### src/hw/rtl/lcps_pkg.sv
// ----------------------------------------------------------------------------
// lcps_pkg
// Shared types, widths and constants of the line centroid PD steering unit.
// ----------------------------------------------------------------------------
package lcps_pkg;

    localparam int ROW_PIXELS = 320;
    localparam int HALF_ROW   = ROW_PIXELS / 2;
    localparam int COL_W      = $clog2(ROW_PIXELS + 1);
    localparam int SUM_W      = 17;
    localparam int AVG_W      = 9;
    localparam int DRV_W      = 9;
    localparam int Q_W        = 24;
    localparam int ACC_W      = 27;
    localparam int DRV_MAX    = 255;

    localparam int DVD_W      = 35;
    localparam int DVS_W      = (COL_W > 8) ? COL_W : 8;
    localparam int DIV_CNT_W  = $clog2(DVD_W);

    localparam int CFG_IDX_W  = 3;
    localparam int CFG_DATA_W = 10;

    localparam logic signed [Q_W-1:0] Q_MAX = {1'b0, {(Q_W-1){1'b1}}};
    localparam logic signed [Q_W-1:0] Q_MIN = {1'b1, {(Q_W-1){1'b0}}};
    localparam longint Q_MAX_MAG = (64'sd1 <<< (Q_W - 1)) - 64'sd1;
    localparam longint Q_MIN_MAG = (64'sd1 <<< (Q_W - 1));

    localparam logic signed [DRV_W-1:0] SEARCH_RIGHT  = -9'sd45;
    localparam logic signed [DRV_W-1:0] SEARCH_LEFT   = 9'sd40;
    localparam logic signed [DRV_W-1:0] DRV_BAD_CODE  = {1'b1, {(DRV_W-1){1'b0}}};

    localparam logic [7:0] RST_THRESH    = 8'd100;
    localparam logic [7:0] RST_MAX_SPEED = 8'd90;
    localparam logic [7:0] RST_KP        = 8'd40;
    localparam logic [7:0] RST_MAX_P     = 8'd160;
    localparam logic [7:0] RST_KD        = 8'd0;
    localparam logic [7:0] RST_MAX_D     = 8'd10;
    localparam logic [9:0] RST_RATE      = 10'd10;

    typedef enum logic [CFG_IDX_W-1:0] {
        CFG_THRESH,
        CFG_MAX_SPEED,
        CFG_KP,
        CFG_MAX_P,
        CFG_KD,
        CFG_MAX_D,
        CFG_RATE
    } t_cfg_idx;

    typedef enum logic [2:0] {
        S_ROW,
        S_CHK,
        S_DIV_AVG,
        S_MUL1,
        S_MUL2,
        S_DIV_P,
        S_DIV_D,
        S_FIN
    } t_state;

    typedef struct packed {
        logic in_stall;
        logic pix_take;
        logic div_avg;
        logic take_avg;
        logic take_mul1;
        logic take_mul2;
        logic div_p;
        logic take_p;
        logic div_d;
        logic take_d;
        logic finish;
    } t_cmd;

    typedef struct packed {
        logic count_zero;
        logic div_done;
        logic out_busy;
    } t_sts;

endpackage

### src/hw/rtl/lcps_div.sv
// ----------------------------------------------------------------------------
// lcps_div
// Restoring unsigned divider, one quotient bit per cycle.
// ----------------------------------------------------------------------------
module lcps_div import lcps_pkg::*; (
    input  logic             i_clk,
    input  logic             i_rst_n,
    input  logic             i_start,
    input  logic [DVD_W-1:0] i_dividend,
    input  logic [DVS_W-1:0] i_divisor,
    output logic [DVD_W-1:0] o_quotient,
    output logic             o_done
);

    logic [DVD_W-1:0]     r_quo;
    logic [DVS_W-1:0]     r_rem;
    logic [DVS_W-1:0]     r_dvs;
    logic [DIV_CNT_W-1:0] r_cnt;
    logic                 r_run;
    logic                 r_done;

    logic [DVS_W:0]   w_rsh;
    logic [DVS_W+1:0] w_sub;
    logic             w_ge;
    logic [DVS_W-1:0] n_rem;

    always_comb begin
        w_rsh = {r_rem, r_quo[DVD_W-1]};
        w_sub = {1'b0, w_rsh} - {2'b00, r_dvs};
        w_ge  = !w_sub[DVS_W+1];
        n_rem = w_ge ? w_sub[DVS_W-1:0] : w_rsh[DVS_W-1:0];
    end

    always_ff @(posedge i_clk) begin
        if (!i_rst_n) begin
            r_run  <= 1'b0;
            r_done <= 1'b0;
            r_cnt  <= '0;
        end else if (i_start) begin
            r_run  <= 1'b1;
            r_done <= 1'b0;
            r_cnt  <= DIV_CNT_W'(DVD_W - 1);
        end else begin
            r_done <= r_run && (r_cnt == '0);
            if (r_run) begin
                if (r_cnt == '0) begin
                    r_run <= 1'b0;
                end else begin
                    r_cnt <= r_cnt - 1'b1;
                end
            end
        end
    end

    always_ff @(posedge i_clk) begin
        if (i_start) begin
            r_quo <= i_dividend;
            r_rem <= '0;
            r_dvs <= i_divisor;
        end else if (r_run) begin
            r_quo <= {r_quo[DVD_W-2:0], w_ge};
            r_rem <= n_rem;
        end
    end

    assign o_quotient = r_quo;
    assign o_done     = r_done;

endmodule

### src/hw/rtl/lcps_dp.sv
// ----------------------------------------------------------------------------
// lcps_dp
// Datapath: configuration, row accumulators, PD terms and the result register.
// ----------------------------------------------------------------------------
module lcps_dp import lcps_pkg::*; (
    input  logic                    i_clk,
    input  logic                    i_rst_n,
    input  logic                    i_cfg_we,
    input  logic [CFG_IDX_W-1:0]    i_cfg_index,
    input  logic [CFG_DATA_W-1:0]   i_cfg_data,
    input  logic [7:0]              i_pixel,
    input  t_cmd                    i_cmd,
    output t_sts                    o_sts,
    input  logic                    i_out_stall,
    output logic                    o_out_valid,
    output logic signed [DRV_W-1:0] o_right_drive,
    output logic signed [DRV_W-1:0] o_left_drive,
    output logic                    o_line_found,
    output logic signed [AVG_W-1:0] o_average_offset
);

    function automatic logic signed [Q_W-1:0] sat_term(
        input logic [DVD_W-1:0] quo,
        input logic             neg,
        input logic             zero,
        input logic [7:0]       gain
    );
        logic signed [Q_W-1:0] val;
        logic signed [Q_W-1:0] lim;
        lim = {{(Q_W-16){1'b0}}, gain, 8'b0};
        if (zero) begin
            val = '0;
        end else if (!neg) begin
            val = (quo > DVD_W'(Q_MAX_MAG)) ? Q_MAX : quo[Q_W-1:0];
        end else begin
            val = (quo > DVD_W'(Q_MIN_MAG)) ? Q_MIN : -quo[Q_W-1:0];
        end
        if (val > lim) begin
            val = lim;
        end
        return val;
    endfunction

    function automatic logic signed [DRV_W-1:0] to_drive(input logic signed [ACC_W-1:0] x);
        logic signed [ACC_W-1:0] t;
        logic signed [ACC_W-9:0] v;
        t = x[ACC_W-1] ? x + ACC_W'(255) : x;
        v = t[ACC_W-1:8];
        if (v > DRV_MAX) begin
            return DRV_W'(DRV_MAX);
        end else if (v < -DRV_MAX) begin
            return DRV_W'(-DRV_MAX);
        end
        return v[DRV_W-1:0];
    endfunction

    logic [7:0] r_thresh;
    logic [7:0] r_max_speed;
    logic [7:0] r_kp;
    logic [7:0] r_max_p;
    logic [7:0] r_kd;
    logic [7:0] r_max_d;
    logic [9:0] r_rate;

    logic [COL_W-1:0] r_col;
    logic [SUM_W-1:0] r_sum;
    logic [COL_W-1:0] r_cnt;
    logic signed [AVG_W-1:0] r_held;

    logic signed [AVG_W-1:0] r_avg;
    logic [16:0]             r_pmul;
    logic                    r_p_neg;
    logic [18:0]             r_dmul1;
    logic                    r_d_neg;
    logic [26:0]             r_dmul2;
    logic signed [Q_W-1:0]   r_p;
    logic signed [Q_W-1:0]   r_d;

    logic                    r_out_valid;
    logic signed [DRV_W-1:0] r_right;
    logic signed [DRV_W-1:0] r_left;
    logic                    r_found;
    logic signed [AVG_W-1:0] r_avg_out;

    logic             w_in_row;
    logic             w_bright;
    logic [SUM_W-1:0] w_offset;
    logic             w_sum_neg;
    logic [SUM_W-1:0] w_sum_mag;
    logic [AVG_W-1:0] w_avg_mag;
    logic [AVG_W:0]   w_diff;
    logic [AVG_W:0]   w_diff_mag;
    logic             w_div_start;
    logic [DVD_W-1:0] w_dividend;
    logic [DVS_W-1:0] w_divisor;
    logic [DVD_W-1:0] w_quo;
    logic             w_div_done;
    logic [10:0]      w_base11;
    logic signed [ACC_W-1:0] w_base;
    logic signed [ACC_W-1:0] w_pd;
    logic signed [ACC_W-1:0] w_right;
    logic signed [ACC_W-1:0] w_left;

    always_ff @(posedge i_clk) begin
        if (!i_rst_n) begin
            r_thresh    <= RST_THRESH;
            r_max_speed <= RST_MAX_SPEED;
            r_kp        <= RST_KP;
            r_max_p     <= RST_MAX_P;
            r_kd        <= RST_KD;
            r_max_d     <= RST_MAX_D;
            r_rate      <= RST_RATE;
        end else if (i_cfg_we) begin
            unique case (t_cfg_idx'(i_cfg_index))
                CFG_THRESH:    r_thresh    <= i_cfg_data[7:0];
                CFG_MAX_SPEED: r_max_speed <= i_cfg_data[7:0];
                CFG_KP:        r_kp        <= i_cfg_data[7:0];
                CFG_MAX_P:     r_max_p     <= i_cfg_data[7:0];
                CFG_KD:        r_kd        <= i_cfg_data[7:0];
                CFG_MAX_D:     r_max_d     <= i_cfg_data[7:0];
                CFG_RATE:      r_rate      <= i_cfg_data;
                default: ;
            endcase
        end
    end

    always_comb begin
        w_in_row  = r_col < COL_W'(ROW_PIXELS);
        w_bright  = i_pixel > r_thresh;
        w_offset  = SUM_W'(r_col) - SUM_W'(HALF_ROW);
        w_sum_neg = r_sum[SUM_W-1];
        w_sum_mag = w_sum_neg ? -r_sum : r_sum;
        w_avg_mag = r_avg[AVG_W-1] ? -r_avg : r_avg;
        w_diff    = {r_avg[AVG_W-1], r_avg} - {r_held[AVG_W-1], r_held};
        w_diff_mag = w_diff[AVG_W] ? -w_diff : w_diff;
    end

    always_ff @(posedge i_clk) begin
        if (!i_rst_n) begin
            r_col <= '0;
            r_sum <= '0;
            r_cnt <= '0;
        end else if (i_cmd.finish) begin
            r_col <= '0;
            r_sum <= '0;
            r_cnt <= '0;
        end else if (i_cmd.pix_take && w_in_row) begin
            r_col <= r_col + 1'b1;
            if (w_bright) begin
                r_sum <= r_sum + w_offset;
                r_cnt <= r_cnt + 1'b1;
            end
        end
    end

    always_comb begin
        w_div_start = i_cmd.div_avg || i_cmd.div_p || i_cmd.div_d;
        priority if (i_cmd.div_avg) begin
            w_dividend = DVD_W'(w_sum_mag);
            w_divisor  = DVS_W'(r_cnt);
        end else if (i_cmd.div_p) begin
            w_dividend = DVD_W'({r_pmul, 8'b0});
            w_divisor  = DVS_W'(r_max_p);
        end else begin
            w_dividend = {r_dmul2, 8'b0};
            w_divisor  = DVS_W'(r_max_d);
        end
    end

    lcps_div u_div (
        .i_clk      (i_clk),
        .i_rst_n    (i_rst_n),
        .i_start    (w_div_start),
        .i_dividend (w_dividend),
        .i_divisor  (w_divisor),
        .o_quotient (w_quo),
        .o_done     (w_div_done)
    );

    always_ff @(posedge i_clk) begin
        if (i_cmd.take_avg) begin
            r_avg <= w_sum_neg ? -w_quo[AVG_W-1:0] : w_quo[AVG_W-1:0];
        end
        if (i_cmd.take_mul1) begin
            r_pmul  <= 17'(w_avg_mag * r_kp);
            r_p_neg <= r_avg[AVG_W-1];
            r_dmul1 <= 19'(w_diff_mag[AVG_W-1:0] * r_rate);
            r_d_neg <= w_diff[AVG_W];
        end
        if (i_cmd.take_mul2) begin
            r_dmul2 <= 27'(r_dmul1 * r_kd);
        end
        if (i_cmd.take_p) begin
            r_p <= sat_term(w_quo, r_p_neg, r_pmul == '0, r_kp);
        end
        if (i_cmd.take_d) begin
            r_d <= sat_term(w_quo, r_d_neg, r_dmul2 == '0, r_kd);
        end
    end

    always_comb begin
        w_base11 = {3'b000, r_max_speed} - {3'b000, r_kp} - {3'b000, r_kd};
        w_base   = {{(ACC_W-19){w_base11[10]}}, w_base11, 8'b0};
        w_pd     = {{(ACC_W-Q_W){r_p[Q_W-1]}}, r_p} + {{(ACC_W-Q_W){r_d[Q_W-1]}}, r_d};
        w_right  = w_base - w_pd;
        w_left   = w_base + w_pd;
    end

    always_ff @(posedge i_clk) begin
        if (!i_rst_n) begin
            r_held      <= '0;
            r_out_valid <= 1'b0;
        end else if (i_cmd.finish) begin
            r_out_valid <= 1'b1;
            if (r_cnt != '0) begin
                r_held <= r_avg;
            end
        end else if (r_out_valid && !i_out_stall) begin
            r_out_valid <= 1'b0;
        end
    end

    always_ff @(posedge i_clk) begin
        if (i_cmd.finish) begin
            if (r_cnt != '0) begin
                r_right   <= to_drive(w_right);
                r_left    <= to_drive(w_left);
                r_found   <= 1'b1;
                r_avg_out <= r_avg;
            end else begin
                r_right   <= SEARCH_RIGHT;
                r_left    <= SEARCH_LEFT;
                r_found   <= 1'b0;
                r_avg_out <= r_held;
            end
        end
    end

    always_comb begin
        o_sts.count_zero = r_cnt == '0;
        o_sts.div_done   = w_div_done;
        o_sts.out_busy   = r_out_valid;
    end

    assign o_out_valid      = r_out_valid;
    assign o_right_drive    = r_right;
    assign o_left_drive     = r_left;
    assign o_line_found     = r_found;
    assign o_average_offset = r_avg_out;

endmodule

### src/hw/rtl/lcps_ctrl.sv
// ----------------------------------------------------------------------------
// lcps_ctrl
// Controller: pixel intake, end-of-row sequencing and result hand-off.
// ----------------------------------------------------------------------------
module lcps_ctrl import lcps_pkg::*; (
    input  logic i_clk,
    input  logic i_rst_n,
    input  logic i_in_valid,
    input  logic i_last_in_row,
    input  t_sts i_sts,
    output t_cmd o_cmd
);

    t_state r_state;
    t_state n_state;

    always_ff @(posedge i_clk) begin
        if (!i_rst_n) begin
            r_state <= S_ROW;
        end else begin
            r_state <= n_state;
        end
    end

    always_comb begin
        n_state = r_state;
        o_cmd = '0;
        o_cmd.in_stall = 1'b1;
        unique case (r_state)
            S_ROW: begin
                o_cmd.in_stall = 1'b0;
                if (i_in_valid) begin
                    o_cmd.pix_take = 1'b1;
                    if (i_last_in_row) begin
                        n_state = S_CHK;
                    end
                end
            end
            S_CHK: begin
                if (i_sts.count_zero) begin
                    n_state = S_FIN;
                end else begin
                    o_cmd.div_avg = 1'b1;
                    n_state = S_DIV_AVG;
                end
            end
            S_DIV_AVG: begin
                if (i_sts.div_done) begin
                    o_cmd.take_avg = 1'b1;
                    n_state = S_MUL1;
                end
            end
            S_MUL1: begin
                o_cmd.take_mul1 = 1'b1;
                n_state = S_MUL2;
            end
            S_MUL2: begin
                o_cmd.take_mul2 = 1'b1;
                o_cmd.div_p = 1'b1;
                n_state = S_DIV_P;
            end
            S_DIV_P: begin
                if (i_sts.div_done) begin
                    o_cmd.take_p = 1'b1;
                    o_cmd.div_d = 1'b1;
                    n_state = S_DIV_D;
                end
            end
            S_DIV_D: begin
                if (i_sts.div_done) begin
                    o_cmd.take_d = 1'b1;
                    n_state = S_FIN;
                end
            end
            S_FIN: begin
                if (!i_sts.out_busy) begin
                    o_cmd.finish = 1'b1;
                    n_state = S_ROW;
                end
            end
        endcase
    end

endmodule

### src/hw/rtl/line_centroid_pd_steering_unit.sv
// ----------------------------------------------------------------------------
// line_centroid_pd_steering_unit
// Line follower steering from one camera row: centroid plus PD control.
// ----------------------------------------------------------------------------
// Pixels of a row are taken one per cycle. After the pixel marked last in row
// the unit stalls its input while it forms the result: when a bright pixel
// was seen, three passes of the shared divider for the average, the
// proportional and the derivative term, plus the states S_CHK, S_MUL1, S_MUL2
// and S_FIN; only S_CHK and S_FIN when the row held no bright pixel. The
// result sits in an output register, so the next row streams in while it
// waits to be taken; the finishing step of that row's end-of-row sequence
// waits for the register to free up.
module line_centroid_pd_steering_unit import lcps_pkg::*; (
    input  logic                    i_clk,
    input  logic                    i_rst_n,
    input  logic                    i_cfg_valid,
    output logic                    o_cfg_ready,
    input  logic [CFG_IDX_W-1:0]    i_cfg_index,
    input  logic [CFG_DATA_W-1:0]   i_cfg_data,
    input  logic                    i_in_valid,
    output logic                    o_in_stall,
    input  logic [7:0]              i_pixel,
    input  logic                    i_last_in_row,
    output logic                    o_out_valid,
    input  logic                    i_out_stall,
    output logic signed [DRV_W-1:0] o_right_drive,
    output logic signed [DRV_W-1:0] o_left_drive,
    output logic                    o_line_found,
    output logic signed [AVG_W-1:0] o_average_offset
);

    t_cmd w_cmd;
    t_sts w_sts;

    assign o_cfg_ready = 1'b1;
    assign o_in_stall  = w_cmd.in_stall;

    lcps_ctrl u_ctrl (
        .i_clk         (i_clk),
        .i_rst_n       (i_rst_n),
        .i_in_valid    (i_in_valid),
        .i_last_in_row (i_last_in_row),
        .i_sts         (w_sts),
        .o_cmd         (w_cmd)
    );

    lcps_dp u_dp (
        .i_clk            (i_clk),
        .i_rst_n          (i_rst_n),
        .i_cfg_we         (i_cfg_valid && o_cfg_ready),
        .i_cfg_index      (i_cfg_index),
        .i_cfg_data       (i_cfg_data),
        .i_pixel          (i_pixel),
        .i_cmd            (w_cmd),
        .o_sts            (w_sts),
        .i_out_stall      (i_out_stall),
        .o_out_valid      (o_out_valid),
        .o_right_drive    (o_right_drive),
        .o_left_drive     (o_left_drive),
        .o_line_found     (o_line_found),
        .o_average_offset (o_average_offset)
    );

endmodule

### config.mk
export PLATFORM = sky130hd
export DESIGN_NAME = line_centroid_pd_steering_unit
export DESIGN_NICKNAME = d
export VERILOG_FILES = /design/src/hw/rtl/lcps_pkg.sv /design/src/hw/rtl/lcps_div.sv /design/src/hw/rtl/lcps_dp.sv /design/src/hw/rtl/lcps_ctrl.sv /design/src/hw/rtl/line_centroid_pd_steering_unit.sv
export SDC_FILE = /design/constraint.sdc
export NUM_CORES = 2
export LEC_CHECK = 0
export ABC_AREA = 1
export BUFFER_PORTS_ARGS = -buffer_cell sky130_fd_sc_hd__buf_2
export CAP_MARGIN = 15
export CORE_ASPECT_RATIO = 1.1
export CORE_MARGIN = 5
export CORE_UTILIZATION = 38
export DETAILED_ROUTE_END_ITERATION = 16
export SYNTH_ARGS = -nofsm -noshare
export SYNTH_HDL_FRONTEND = slang
export SYNTH_SLANG_ARGS = --single-unit
### constraint.sdc
create_clock -name i_clk -period 11.4 [get_ports i_clk]
set_input_delay 2.28 -clock i_clk [delete_from_list [all_inputs] [get_ports i_clk]]
set_output_delay 2.28 -clock i_clk [all_outputs]
set_load 0.1 [all_outputs]
# Word level (Yosys, flattened, before mapping)
# Cells that the tools add are included.
# op_classes
n_addsub	19
multipliers	3
n_lt_le_gt_ge	10
eq_ne	20
muxes	68
n_bitwise	2
reduce_logical	29
# ops
op	n
24-bit 2-to-1 mux	8
35-bit 2-to-1 mux	4
9-bit 2-to-1 mux	12
27-bit by 9-bit adder with 27-bit output (second input constant)	2
27-bit 2-to-1 mux	2
24-bit by 17-bit > comparator with 1-bit output	2
19-bit by 9-bit > comparator with 1-bit output (second input constant)	2
19-bit by 9-bit less-than comparator with 1-bit output (second input constant)	2
35-bit by 23-bit > comparator with 1-bit output (second input constant)	1
35-bit by 24-bit > comparator with 1-bit output (second input constant)	1
16-bit 2-to-1 mux	2
27-bit zero test	1
19-bit by 8-bit multiplier with 27-bit output	1
9-bit negator	3
19-bit by 25-bit adder with 26-bit output	1
19-bit by 25-bit subtractor with 26-bit output	1
24-bit by 24-bit adder with 25-bit output	1
24-bit negator	1
3-bit case mux with 8 select lines	1
1-bit 2-to-1 mux	23
3-bit equality test (second input constant)	7
3-bit 2-to-1 mux	7
2-bit AND reduction	10
9-bit by 10-bit multiplier with 19-bit output	1
other kinds (32)	55
# word_totals
reg_bits	317
inputBits	27
output_inout_bits	31
elab_cells	185

# Depth between registers and ports, before layout
# logic_depth
word_depth	11
ltp_mapped	46

# Hierarchy
# From an unflattened synthesis, not the netlist that was laid out.
# hier_totals
hier_cells	4268
area_unflattened_um2	31855.6
# modules_own_cells
mod	n_inst	cells_each	area_each_um2	seq_area_each_um2
lcps_dp	1	3839	28404.7	6566.3
lcps_div	1	372	3109.2	1661.6
lcps_ctrl	1	55	330.3	60.1
line_centroid_pd_steering_unit	1	2	11.3	0.0

# Least setup slack after synthesis
# OpenSTA, ideal clock, no wires.
# synth_path
path_kind	register to register
startpoint	register u_dp.r_avg[2]
endpoint	register u_dp.r_dmul1[18], data pin
setup_time_ps	261
arrival_ps	6461
required_time_ps	11139
setup_slack_ps	4678
stages_incl_launch_ff	38
path_buffers	0
synth_period_minus_slack_ps	6722
cell_sequence	edfxtp_1 ha_1 a21oi_1 nand2_1 a21oi_1 o21bai_1 a21oi_1 o21bai_1 nand2_1 nand4_1 o21ai_1 inv_1 or2_2 xnor2_1 nor2_1 fa_1 inv_1 fa_1 (+2 left out) inv_1 ha_1 nand2_1 nor2_1 a211oi_1 o21ai_0 nand2_1 nand2_1 a21oi_1 inv_1 a21oi_1 o21ai_0 nand3_1 nand2_1 a21oi_1 nor2_1 nor2_1 xor2_1
# synth_via
elab_cells_between_ends	4
classes_between	add/sub: 2; mul: 1; mux: 1
# synth_lines
item	line_no	source
start: declaration	lcps_dp.sv:70	logic signed [AVG_W-1:0] r_avg;
start signal: assignment	lcps_dp.sv:182	r_avg <= w_sum_neg ? -w_quo[AVG_W-1:0] : w_quo[AVG_W-1:0];
9-bit by 9-bit subtractor with 10-bit output	lcps_dp.sv:134	w_diff = {r_avg[AVG_W-1], r_avg} - {r_held[AVG_W-1], r_held};
named net u_dp.w_diff[9]	lcps_dp.sv:91	logic [AVG_W:0] w_diff;
9-bit 2-to-1 mux	lcps_dp.sv:135	w_diff_mag = w_diff[AVG_W] ? -w_diff : w_diff;
9-bit by 10-bit multiplier with 19-bit output	lcps_dp.sv:187	r_dmul1 <= 19'(w_diff_mag[AVG_W-1:0] * r_rate);
end signal: assignment	lcps_dp.sv:187	
end: declaration	lcps_dp.sv:73	logic [18:0] r_dmul1;
# The timed path passes the listed nets, and every way through them passes these cells.
# A chain may end at the register's enable or synchronous reset.

# Final worst setup path
# Same ends and word-level chain as after synthesis.

==> impl_results.md <==
* Status: completed
* Synth Instances at 4127
* Final period utilization at 0.665
* Post-synth ARST share at 0
* Skew-Pair Late Insertion Delay at 590 ps
* Combinational Power Share at 0.443
* Mapped Nets at 4634
* Final setup violation count at 0
* Die ar. at 88800 sq um
* Avg Cell Area, Syn at 7.64 sq um
* #FFs+latches synth at 317
* Cts repair resizes at 0
* H-tree Lvls at 2
* Max Slew Vio Count at 0
* RSZ-0062 raised after global routing: no
* Final hold vios at 0
* Sequential power share at 0.313
* Post-synthesis sequential area ratio at 0.263
* Peak VDD IR at 0.000115 V
* Hpwl dp at 70.6 mm
* CP max stage delay at 670 ps
* Clock Sinks at 317
* Starting Density at 0.384
* Critical Path Sink Type: register
* Number of remaining DRC errors at 0
* Synth cell types at 75
* Pwr Density at 157 nW/um^2
* Synthesized cell area at 31500 sq um
* Sum Neg Setup Slack at 0 ps
* Worst EP required at 11720 ps
* Tot GR Track Use at 0.199
* Vias at 26720
* YS warnings at 0
* Row count at 110
* Hold Path Class: reg -> reg
* Measured slew at the worst slew-check pin at 1100 ps
* Arrival @ worst endpoint at 7910 ps
* Fraction of final layout cells sized beyond drive strength 1 at 0.0644
* Placed instance count at 5154
* First-pass GRT wire length at 144 mm
* DRT Wirelength at 89.3 mm
* Core Box Area at 82000 sq um
* Clock root buffer: clkbuf_16
* Clock share of power at 0.244
* Die H at 312 um
* Worst Setup EP: u_dp.r_dmul1[18]
* Reg2reg end: u_dp.r_dmul1[18]
* Antenna cells at 0
* RR Startpoint: u_dp.r_avg[2]
* Die width at 285 um
* GPL Wtd Cong at 0.976
* Post-synth EDFFs at 194
* Pin count of the biggest net entering global routing at 64
* Iteration-0 DRC Markers at 1494
* I/O pin count at 58
* Tmin final at 7580 ps
* Crit start category: register
* Max cap viols at 0
* Clock skew after layout at 21.6 ps
* Port Buffer Count at 56
* CTS hold repair buffers at 0
* Max Clk Rate at 132 MHz
* Post-detailed-route count of antenna-violating nets at 0
* Vias/cell at 5.11
* Routed wire per std cell at 17.1 um
* Leakage at 16.6 nW
* Critical path launch point: u_dp.r_avg[2]
* Design Area, Final at 34200 sq um
* Initial antenna violation count at 1
* Total internal power at 2.98 mW
* CTS tree: done
* Max_slew headroom at 0.260
* Main synth FF type: edfxtp_1
* DR pass1 iterations at 6
* Synthesis-to-finish area growth at 8.34%
* R2R cell count at 37
* Net Sw Frac at 0.445
* Slowest CP cell: xnor2_1
* Pwr Total at 5.36 mW
* Filler Cell Count at 8440
* CTS buffer count at 38
* NetSw at 2.39 mW
* Vias in the first global route at 26534
* Clk slew on worst S/H paths at 60 ps
* Critical path type: reg -> reg
* Area post-placement at 32800 sq um
* Final Non-Filler Cells at 5224
* Post-CTS Setup Bufs at 0
* Bufs on Longest Clock Path at 3
* Critical path peak fanout at 9
* NumNets Final at 4637
* Grt total ovfl at 0
* Reg2Reg Setup Slack at 3820 ps
## power groups by stage
stage               Sequential (mW)  Combinational, mW  Clock, mW
CTS                            1.68               2.38       1.34
global route                   1.70               2.69       1.38
global placement               1.70               2.35          0
detailed placement             1.70               2.37          0
finish                         1.68               2.38       1.31
floorplan                      1.61               1.79          0
## logic make-up after synthesis
family	after synthesis	share of synthesized area
fa+ha+maj	480	0.240
compound gates	639	0.114
other cells	1	0.000119
buf+inv	876	0.107
xor+xnor	168	0.0469
flops	317	0.263
simple gates	1646	0.228
## registers in the layout, summed over array words and instances (netlist names), 6 cells and up
signal and flops:
u_dp.r_max_speed 8, u_dp.r_dmul2 27, u_dp.u_div.r_rem 9, u_dp.r_pmul 17, u_dp.r_thresh 8, u_dp.u_div.r_dvs 9, u_dp.r_max_d 8, u_dp.r_kp 8
u_dp.r_col 9, u_dp.r_avg 9, u_dp.r_p 24, u_dp.r_cnt 9, u_dp.r_d 24, u_dp.o_left_drive 9, u_dp.u_div.r_cnt 6, u_dp.r_rate 10
u_dp.r_held 9, u_dp.u_div.o_quotient 35, u_dp.o_average_offset 9, u_dp.r_sum 17, u_dp.o_right_drive 9, u_dp.r_kd 8, u_dp.r_max_p 8, u_dp.r_dmul1 19
## per-stage QoR
stage          worst slack [ps]   util  hold slack, ps
3_3_place_gp               3880  0.400             441
5_1_grt                    3090  0.416             494
6_report                   3820  0.416             462
2_1_floorplan              4680      -             429
4_1_cts                    3820  0.416             465
3_5_place_dp               3840  0.400             450
## placed cells by master (no fill, tap or decap), types with 7 or more instances in the layout
| cell | Yosys | routed |
|---|---|---|
| xor2_1 | 133 | 133 |
| nor2_1 | 349 | 345 |
| o21bai_1 | 15 | 15 |
| a31oi_1 | 26 | 26 |
| clkinv_1 | 7 | 13 |
| buf_2 | 13 | 56 |
| clkbuf_16 | 0 | 38 |
| nand3b_1 | 7 | 7 |
| dfxtp_1 | 123 | 123 |
| nand2_1 | 880 | 880 |
| fa_1 | 208 | 208 |
| nand2_2 | 18 | 18 |
| or2_2 | 9 | 9 |
| o21ai_0 | 206 | 206 |
| edfxtp_1 | 194 | 194 |
| nand4_1 | 48 | 48 |
| buf_4 | 4 | 25 |
| clkinv_2 | 1 | 11 |
| inv_1 | 730 | 729 |
| o22ai_1 | 18 | 18 |
| nor2_2 | 22 | 24 |
| o31ai_1 | 15 | 15 |
| a21oi_1 | 270 | 270 |
| nor3_1 | 61 | 60 |
| nor2_4 | 11 | 13 |
| nor4_1 | 17 | 17 |
| inv_2 | 18 | 18 |
| o21ai_1 | 8 | 8 |
| ha_1 | 272 | 272 |
| nand2_4 | 8 | 8 |
| nand3_1 | 179 | 179 |
| xnor2_1 | 34 | 34 |
| a211oi_1 | 7 | 7 |
| nand3_2 | 14 | 14 |
| o211ai_1 | 19 | 19 |
## routing by layer
layer | global-route usage | vias to the layer above | share of wire
li1 | - | 13284 | -
met1 | 0.243 | 12663 | 0.41
met2 | 0.360 | 601 | 0.50
met3 | 0.0239 | 168 | 0.042
met4 | 0.0771 | 4 | 0.043
met5 | 0 | - | 0.00032
## cell type report
| cell class | count | area [sq um] | share of cell area |
|---|---|---|---|
| Clock inverter | 29 | 375 | 0.0110 |
| Inverter | 758 | 2850 | 0.0835 |
| Timing Repair Buffer | 81 | 468 | 0.0137 |
| Tap cell | 1064 | 1330 | 0.0390 |
| Clock buffer | 41 | 962 | 0.0282 |
| Sequential cell | 317 | 8290 | 0.243 |
| Multi-Input combinational cell | 2934 | 19900 | 0.582 |
## cells in the mapped netlist, types with 48 or more instances
cell type    n  area [sq um]
fa_1       208          4160
edfxtp_1   194          5830
o21ai_0    206          1030
inv_1      730          2740
ha_1       272          3400
clkbuf_1    75           282
nor2_1     349          1310
xor2_1     133          1160
a21oi_1    270          1350
nand2_1    880          3300
nand3_1    179           896
dfxtp_1    123          2460
nand4_1     48           300
nor3_1      61           305
## how the worst min path moves through the flow
stage               startpoint         endpoint  slack (ps)  cells after the start
4_1_cts        u_dp.r_max_d[3]  u_dp.r_max_d[3]         460                      2
3_5_place_dp   u_dp.r_max_d[3]  u_dp.r_max_d[3]         450                      2
3_3_place_gp   u_dp.r_max_d[3]  u_dp.r_max_d[3]         440                      2
6_report       u_dp.r_max_d[3]  u_dp.r_max_d[3]         460                      2
5_1_grt        u_dp.r_max_d[3]  u_dp.r_max_d[3]         490                      2
2_1_floorplan  u_dp.r_max_d[1]  u_dp.r_max_d[1]         430                      2
## worst max-delay path, delay by kind of cell (launching register included)
family          cells  cell delay, ps
flops               1             460
xor+xnor            2             740
simple gates       13            1240
compound gates     12            1970
buf+inv             4             300
fa+ha+maj           6            2570
(Power assumes the default switching activity.)
